### config.mk
export PLATFORM = sky130hd
export DESIGN_NAME = valid_run_table_sorter_core
export DESIGN_NICKNAME = d
export VERILOG_FILES = /design/src/vrts_pkg.sv /design/src/vrts_ctrl.sv /design/src/vrts_datapath.sv /design/src/valid_run_table_sorter_core.sv
export SDC_FILE = /design/constraint.sdc
export NUM_CORES = 2
export LEC_CHECK = 0
export BUFFER_PORTS_ARGS = -buffer_cell sky130_fd_sc_hd__buf_2
export CAP_MARGIN = 20
export CORE_AREA = 2 2 262 264
export DETAILED_ROUTE_END_ITERATION = 6
export DIE_AREA = 0 0 264 266
export PLACE_DENSITY = 0.77
export SLEW_MARGIN = 30
export SYNTH_ARGS = -nofsm -noshare
export SYNTH_HDL_FRONTEND = slang
export SYNTH_HIERARCHICAL = 1
export SYNTH_SLANG_ARGS = --single-unit
### constraint.sdc
create_clock -name i_clk -period 6.55 [get_ports i_clk]
set_input_delay 0.3275 -clock i_clk [delete_from_list [all_inputs] [get_ports i_clk]]
set_output_delay 0.3275 -clock i_clk [all_outputs]
set_load 0.1 [all_outputs]
### src/vrts_pkg.sv
// shared types and constants for the valid run table sorter
// no dependencies; imported by the controller, datapath and top level
package vrts_pkg;

    // table geometry and field widths
    localparam int TABLE_ENTRIES = 16;
    localparam int KEY_BITS      = 16;
    localparam int TAG_BITS      = 16;
    localparam int SLOT_BITS     = 4;
    localparam int IDX_BITS      = $clog2(TABLE_ENTRIES);

    localparam logic [IDX_BITS-1:0] LAST_IDX = IDX_BITS'(TABLE_ENTRIES - 1);
    localparam logic [SLOT_BITS:0]  SLOT_LIMIT = (SLOT_BITS + 1)'(TABLE_ENTRIES);

    // request command codes
    localparam logic CMD_WRITE = 1'b0;
    localparam logic CMD_SORT  = 1'b1;

    // controller to datapath commands
    typedef struct packed {
        logic                wr_en;
        logic                sort_en;
        logic                odd_phase;
        logic                load_en;
        logic [IDX_BITS-1:0] idx;
    } t_dp_cmd;

endpackage

### src/vrts_ctrl.sv
// controller: accepts requests, sequences the sort passes and the emission
// depends on vrts_pkg
module vrts_ctrl
    import vrts_pkg::*;
(
    input  logic    i_clk,
    input  logic    i_rst_n,
    input  logic    i_req_valid,
    output logic    o_req_stall,
    input  logic    i_command,
    output logic    o_res_valid,
    input  logic    i_res_stall,
    output t_dp_cmd o_cmd
);

    localparam logic [1:0] S_IDLE = 2'd0;
    localparam logic [1:0] S_SORT = 2'd1;
    localparam logic [1:0] S_EMIT = 2'd2;

    logic [1:0]          r_state, n_state;
    logic [IDX_BITS-1:0] r_cnt, n_cnt;
    logic                r_res_valid, n_res_valid;
    logic                accept;
    logic                load;

    // handshake decode
    assign o_req_stall = (r_state != S_IDLE);
    assign accept      = i_req_valid && !o_req_stall;
    assign load        = (r_state == S_EMIT) && (!r_res_valid || !i_res_stall);
    assign o_res_valid = r_res_valid;

    // commands to the datapath
    always_comb begin
        o_cmd.wr_en     = accept && (i_command == CMD_WRITE);
        o_cmd.sort_en   = (r_state == S_SORT);
        o_cmd.odd_phase = r_cnt[0];
        o_cmd.load_en   = load;
        o_cmd.idx       = r_cnt;
    end

    // next state: one sort pass per cycle, then one entry per unstalled cycle
    always_comb begin
        n_state = r_state;
        n_cnt   = r_cnt;
        case (r_state)
            S_IDLE: begin
                if (accept && (i_command == CMD_SORT)) begin
                    n_state = S_SORT;
                    n_cnt   = '0;
                end
            end
            S_SORT: begin
                if (r_cnt == LAST_IDX) begin
                    n_state = S_EMIT;
                    n_cnt   = '0;
                end else begin
                    n_cnt = r_cnt + 1'b1;
                end
            end
            S_EMIT: begin
                if (load) begin
                    if (r_cnt == LAST_IDX) begin
                        n_state = S_IDLE;
                        n_cnt   = '0;
                    end else begin
                        n_cnt = r_cnt + 1'b1;
                    end
                end
            end
            default: begin
                n_state = S_IDLE;
                n_cnt   = '0;
            end
        endcase
    end

    // output register occupancy
    always_comb begin
        n_res_valid = r_res_valid;
        if (load) begin
            n_res_valid = 1'b1;
        end else if (!i_res_stall) begin
            n_res_valid = 1'b0;
        end
    end

    always_ff @(posedge i_clk) begin
        if (!i_rst_n) begin
            r_state     <= S_IDLE;
            r_cnt       <= '0;
            r_res_valid <= 1'b0;
        end else begin
            r_state     <= n_state;
            r_cnt       <= n_cnt;
            r_res_valid <= n_res_valid;
        end
    end

endmodule

### src/vrts_datapath.sv
// datapath: entry table, odd-even compare-swap row and output register
// depends on vrts_pkg
module vrts_datapath
    import vrts_pkg::*;
(
    input  logic                 i_clk,
    input  logic                 i_rst_n,
    input  t_dp_cmd              i_cmd,
    input  logic [SLOT_BITS-1:0] i_slot,
    input  logic                 i_entry_is_valid,
    input  logic [KEY_BITS-1:0]  i_sort_key,
    input  logic [TAG_BITS-1:0]  i_entry_tag,
    output logic                 o_out_valid,
    output logic [KEY_BITS-1:0]  o_out_key,
    output logic [TAG_BITS-1:0]  o_out_tag,
    output logic                 o_last_entry
);

    logic [TABLE_ENTRIES-1:0] r_valid, n_valid;
    logic [KEY_BITS-1:0]      r_key [TABLE_ENTRIES];
    logic [KEY_BITS-1:0]      n_key [TABLE_ENTRIES];
    logic [TAG_BITS-1:0]      r_tag [TABLE_ENTRIES];
    logic [TAG_BITS-1:0]      n_tag [TABLE_ENTRIES];
    logic                     r_out_valid;
    logic [KEY_BITS-1:0]      r_out_key;
    logic [TAG_BITS-1:0]      r_out_tag;
    logic                     r_out_last;
    logic                     slot_in_range;
    logic [IDX_BITS-1:0]      wr_idx;

    assign slot_in_range = ({1'b0, i_slot} < SLOT_LIMIT);
    assign wr_idx        = i_slot[IDX_BITS-1:0];

    // table update: entry write or one transposition pass over neighbor pairs
    always_comb begin
        n_valid = r_valid;
        n_key   = r_key;
        n_tag   = r_tag;
        if (i_cmd.wr_en) begin
            if (slot_in_range) begin
                n_valid[wr_idx] = i_entry_is_valid;
                n_key[wr_idx]   = i_sort_key;
                n_tag[wr_idx]   = i_entry_tag;
            end
        end else if (i_cmd.sort_en) begin
            for (int j = 0; j < TABLE_ENTRIES - 1; j++) begin
                // swap only inside a valid run, strictly greater keeps it stable
                if (((j % 2) == 1) == i_cmd.odd_phase && r_valid[j] && r_valid[j+1]
                    && (r_key[j] > r_key[j+1])) begin
                    n_key[j]   = r_key[j+1];
                    n_key[j+1] = r_key[j];
                    n_tag[j]   = r_tag[j+1];
                    n_tag[j+1] = r_tag[j];
                end
            end
        end
    end

    // valid bits cleared by reset
    always_ff @(posedge i_clk) begin
        if (!i_rst_n) begin
            r_valid <= '0;
        end else begin
            r_valid <= n_valid;
        end
    end

    // key and tag storage
    always_ff @(posedge i_clk) begin
        r_key <= n_key;
        r_tag <= n_tag;
    end

    // output register, invalid entries show zero key and tag
    always_ff @(posedge i_clk) begin
        if (i_cmd.load_en) begin
            r_out_valid <= r_valid[i_cmd.idx];
            r_out_key   <= r_valid[i_cmd.idx] ? r_key[i_cmd.idx] : '0;
            r_out_tag   <= r_valid[i_cmd.idx] ? r_tag[i_cmd.idx] : '0;
            r_out_last  <= (i_cmd.idx == LAST_IDX);
        end
    end

    assign o_out_valid  = r_out_valid;
    assign o_out_key    = r_out_key;
    assign o_out_tag    = r_out_tag;
    assign o_last_entry = r_out_last;

endmodule

### src/valid_run_table_sorter_core.sv
// Valid run table sorter, top level: controller plus datapath.
// A write request updates the table and the next request can be taken on the next cycle.
// A sort request makes one sort pass per table entry, then emits one entry per cycle
// from the output register (16 results) while the output is not stalled.
// The first result is loaded after the last sort pass; output stall can delay it.
// Synchronous active-low reset marks every table entry invalid and empties the output.
module valid_run_table_sorter_core
    import vrts_pkg::*;
(
    input  logic                 i_clk,
    input  logic                 i_rst_n,
    input  logic                 i_req_valid,
    output logic                 o_req_stall,
    input  logic                 i_command,
    input  logic [SLOT_BITS-1:0] i_slot,
    input  logic                 i_entry_is_valid,
    input  logic [KEY_BITS-1:0]  i_sort_key,
    input  logic [TAG_BITS-1:0]  i_entry_tag,
    output logic                 o_res_valid,
    input  logic                 i_res_stall,
    output logic                 o_out_valid,
    output logic [KEY_BITS-1:0]  o_out_key,
    output logic [TAG_BITS-1:0]  o_out_tag,
    output logic                 o_last_entry
);

    t_dp_cmd dp_cmd;

    // sequencing
    vrts_ctrl u_ctrl (
        .i_clk       (i_clk),
        .i_rst_n     (i_rst_n),
        .i_req_valid (i_req_valid),
        .o_req_stall (o_req_stall),
        .i_command   (i_command),
        .o_res_valid (o_res_valid),
        .i_res_stall (i_res_stall),
        .o_cmd       (dp_cmd)
    );

    // table storage and sorting
    vrts_datapath u_datapath (
        .i_clk            (i_clk),
        .i_rst_n          (i_rst_n),
        .i_cmd            (dp_cmd),
        .i_slot           (i_slot),
        .i_entry_is_valid (i_entry_is_valid),
        .i_sort_key       (i_sort_key),
        .i_entry_tag      (i_entry_tag),
        .o_out_valid      (o_out_valid),
        .o_out_key        (o_out_key),
        .o_out_tag        (o_out_tag),
        .o_last_entry     (o_last_entry)
    );

endmodule

==> results.py <==
metrics = {
    "outcome": {
        "status": "complete, no violations",
    },
    "clock_tree": {
        "cts_buffer_depth": 3,
        "cts_hold_buf": 0,
        "numCtsBuffers": 61,
        "clock_latency_ps": 640,
        "cts-root-buf": "clkbuf_16",
        "cts_tree": "done",
        "clkSlewWorstSetupHoldPaths_ps": 60,
        "cts_sinks": 569,
        "cts_resized": 0,
        "cts_setup_buffers": 0,
        "htreeDepth": 2,
    },
    "worst_setup_path": {
        "path_max_fanout": 112,
        "reg2reg_to": "u_datapath/r_tag[57]$_DFFE_PP_",
        "crit_type": "reg -> reg",
        "endpoint": "u_datapath/r_tag[57]$_DFFE_PP_",
        "start_kind": "register",
        "critPathCaptureType": "register",
        "worstPathRequired_ps": 6810,
        "ff2ff_setup_slack_ps": 2420,
        "rr_startpoint": "u_ctrl/r_state[0]$_SDFFE_PN0P_",
        "crit_start": "u_ctrl/r_state[0]$_SDFFE_PN0P_",
        "slowest_delay_ps": 850,
        "critical_path.cell_chain": "inv_1 > ha_1 > inv_1 > nor3b_2 > buf_12 > nor2b_1 > nand2_1 > nor2_4 > o32a_2",
        "cp_slowest_cell": "o32a_2",
        "ff2ff_path_depth": 9,
        "path_common_cell": "inv_1",
        "arrival_ps": 4380,
    },
    "cells_and_area": {
        "fin_nets": 3522,
        "syn_to_final_growth_pct": 8.68,
        "drive_gt1_frac": 0.120,
        "layout_common_cells": "edfxtp_1 (546), inv_1 (327), nand2_1 (295), ha_1 (245), a22o_1 (157)",
        "instances_no_fill": 4164,
        "final_common_cell": "edfxtp_1",
    },
    "global_route": {
        "grt_max_degree": 113,
        "grt_pass1_vias": 27189,
        "grt_pass1_wl_um": 164000,
        "antenna_found_initial": 7,
        "grt_usage": 0.301,
        "grt_overflow": 0,
    },
    "hold_path": {
        "hold_path_class": "in -> reg",
    },
    "sta": {
        "worstMarginPinSlew_ps": 944,
        "fmax_ghz": 0.242,
        "setup_viol": 0,
        "finalCriticalPeriod_ps": 4130,
        "slew_viol_final": 0,
        "rsz0062_at_grt": "false",
        "finalCritPeriodShare": 0.630,
        "clock_skew_ps": 19.9,
        "tns_ps": 0,
        "hold_viol": 0,
        "relSlewSlack": 0.369,
    },
    "floorplan": {
        "initial_core_util": 0.543,
        "die_h_um": 266,
        "rows": 96,
        "dieArea_mm2": 0.0702,
        "pin_count": 78,
        "chipWidth_um": 264,
        "coreArea_mm2": 0.0677,
    },
    "routing": {
        "via_per_inst": 6.91,
        "drt_iter0_drc": 4080,
        "ant_nets": 0,
        "vias": 28765,
        "routed_wl_um": 108000,
        "drt-pass1-iter-count": 7,
        "drc": 0,
        "wl_per_cell_um": 25.9,
    },
    "synth": {
        "synth.net_count": 3571,
        "ys_types": 69,
        "synth-edff-count": 546,
        "synth_area_per_cell_um2": 11.2,
        "ys_seq_area_frac": 0.458,
        "synthFlopType": "edfxtp_1",
        "ys_seq_elements": 569,
        "async_flop_share": 0,
        "syn_area_mm2": 0.0368,
        "netlist_instances": 3284,
        "ys_warn_count": 6,
    },
    "power": {
        "power_density_mw_per_mm2": 239,
        "vdd_ir_drop_max_v": 0.000215,
        "p_leak_uw": 0.0161,
    },
    "place": {
        "place_inst": 4051,
        "hpwl_um": 75900,
        "place_congestion": 0.915,
        "port_buffers": 77,
    },
    "flow_run": {
        "drv_cap": 0,
    },
}
==> worst min path at each step <==
stage | start | end | depth (start not counted)
5_1_grt | i_res_stall | u_ctrl/o_res_valid$_SDFFE_PN0P_ | 3
4_1_cts | i_res_stall | u_ctrl/o_res_valid$_SDFFE_PN0P_ | 3
2_1_floorplan | u_ctrl/r_state[1]$_SDFFE_PN0P_ | u_ctrl/r_state[1]$_SDFFE_PN0P_ | 2
3_3_place_gp | u_ctrl/r_state[1]$_SDFFE_PN0P_ | u_ctrl/r_state[1]$_SDFFE_PN0P_ | 2
6_report | i_res_stall | u_ctrl/o_res_valid$_SDFFE_PN0P_ | 3
3_5_place_dp | u_ctrl/r_state[0]$_SDFFE_PN0P_ | u_ctrl/r_state[0]$_SDFFE_PN0P_ | 2
==> metrics by stage <==
stage	setup WS [ps]	util	total power, µW	cell area [µm²]	hold slack (ps)
after CTS	2450	0.589	9520	39900	1.26
after floorplan	1870	-	5710	36800	451
after detailed placement	2460	0.562	6320	38100	473
final	2420	0.590	9540	40000	28.1
after global routing	2270	0.590	9840	40000	74.8
after global placement	2510	0.561	6270	38000	473
==> area by class of cell <==
class	count	area (µm²)
fillers	5472	27800
multi-input cells	2141	18000
flip-flops and latches	569	16900
clock buffers	80	1640
inverters	327	1230
well taps	882	1100
repair buffers	135	948
clock inverters	28	156
diodes	2	5.00
==> registers in the layout (all words and copies together), names as in the netlist <==
| signal | count |
|---|---|
| u_ctrl/o_res_valid | 1 |
| u_ctrl/r_cnt | 4 |
| u_ctrl/r_state | 2 |
| u_datapath/o_last_entry | 1 |
| u_datapath/o_out_key | 16 |
| u_datapath/o_out_tag | 16 |
| u_datapath/o_out_valid | 1 |
| u_datapath/r_key | 256 |
| u_datapath/r_tag | 256 |
| u_datapath/r_valid | 16 |
==> synthesized netlist by cell type, drive strengths merged (10+ instances only) <==
master	count	area share
a22oi	100	0.020
and2	101	0.017
o31ai	17	0.0035
ha	245	0.083
a22o	157	0.037
a222oi	59	0.016
edfxtp	546	0.45
a31oi	10	0.0020
buf	65	0.0093
a21o	134	0.027
nor2b	50	0.0085
nor2	58	0.0059
nand3	20	0.0027
nor3	54	0.0075
dfxtp	23	0.013
a21oi	157	0.021
o21ai	130	0.018
nand4	50	0.0085
nand2b	15	0.0026
a221o	151	0.041
clkbuf	182	0.019
a221oi	19	0.0045
inv	327	0.033
mux2i	104	0.028
o211ai	13	0.0027
mux4	117	0.072
nand2	295	0.030
==> critical path: cells and delay by family (launching register included) <==
family,cells,cell delay (ps)
simple gates,4,1690
compound gates,1,850
fa+ha+maj,1,190
buf+inv,3,630
flops,1,320
==> per-layer routing <==
| layer | routed length (µm) | global-route usage | up-vias |
|---|---|---|---|
| li1 | - | - | 12629 |
| met1 | 43100 | 0.427 | 14163 |
| met2 | 47900 | 0.457 | 1765 |
| met4 | 3540 | 0.104 | 4 |
| met3 | 13200 | 0.0676 | 204 |
| met5 | 20 | 0 | - |
==> cells by family (layout without fill, tap and decap cells) <==
kind of cell	count (synthesis)	count (layout)	share of synthesized area
other	0	2	0
and+or+nand+nor	688	688	0.0922
muxes	223	223	0.101
adders and majority gates	245	245	0.0834
DFF	569	569	0.458
AOI/OAI and AO/OA	985	985	0.204
buffers and inverters	574	570	0.0612
==> where the power goes <==
part	internal [µW]	leakage, µW	switching (µW)
registers	4250	0.00530	245
clock network	1780	0.000885	1460
logic	630	0.00996	1180
(Power assumes the default switching activity.)
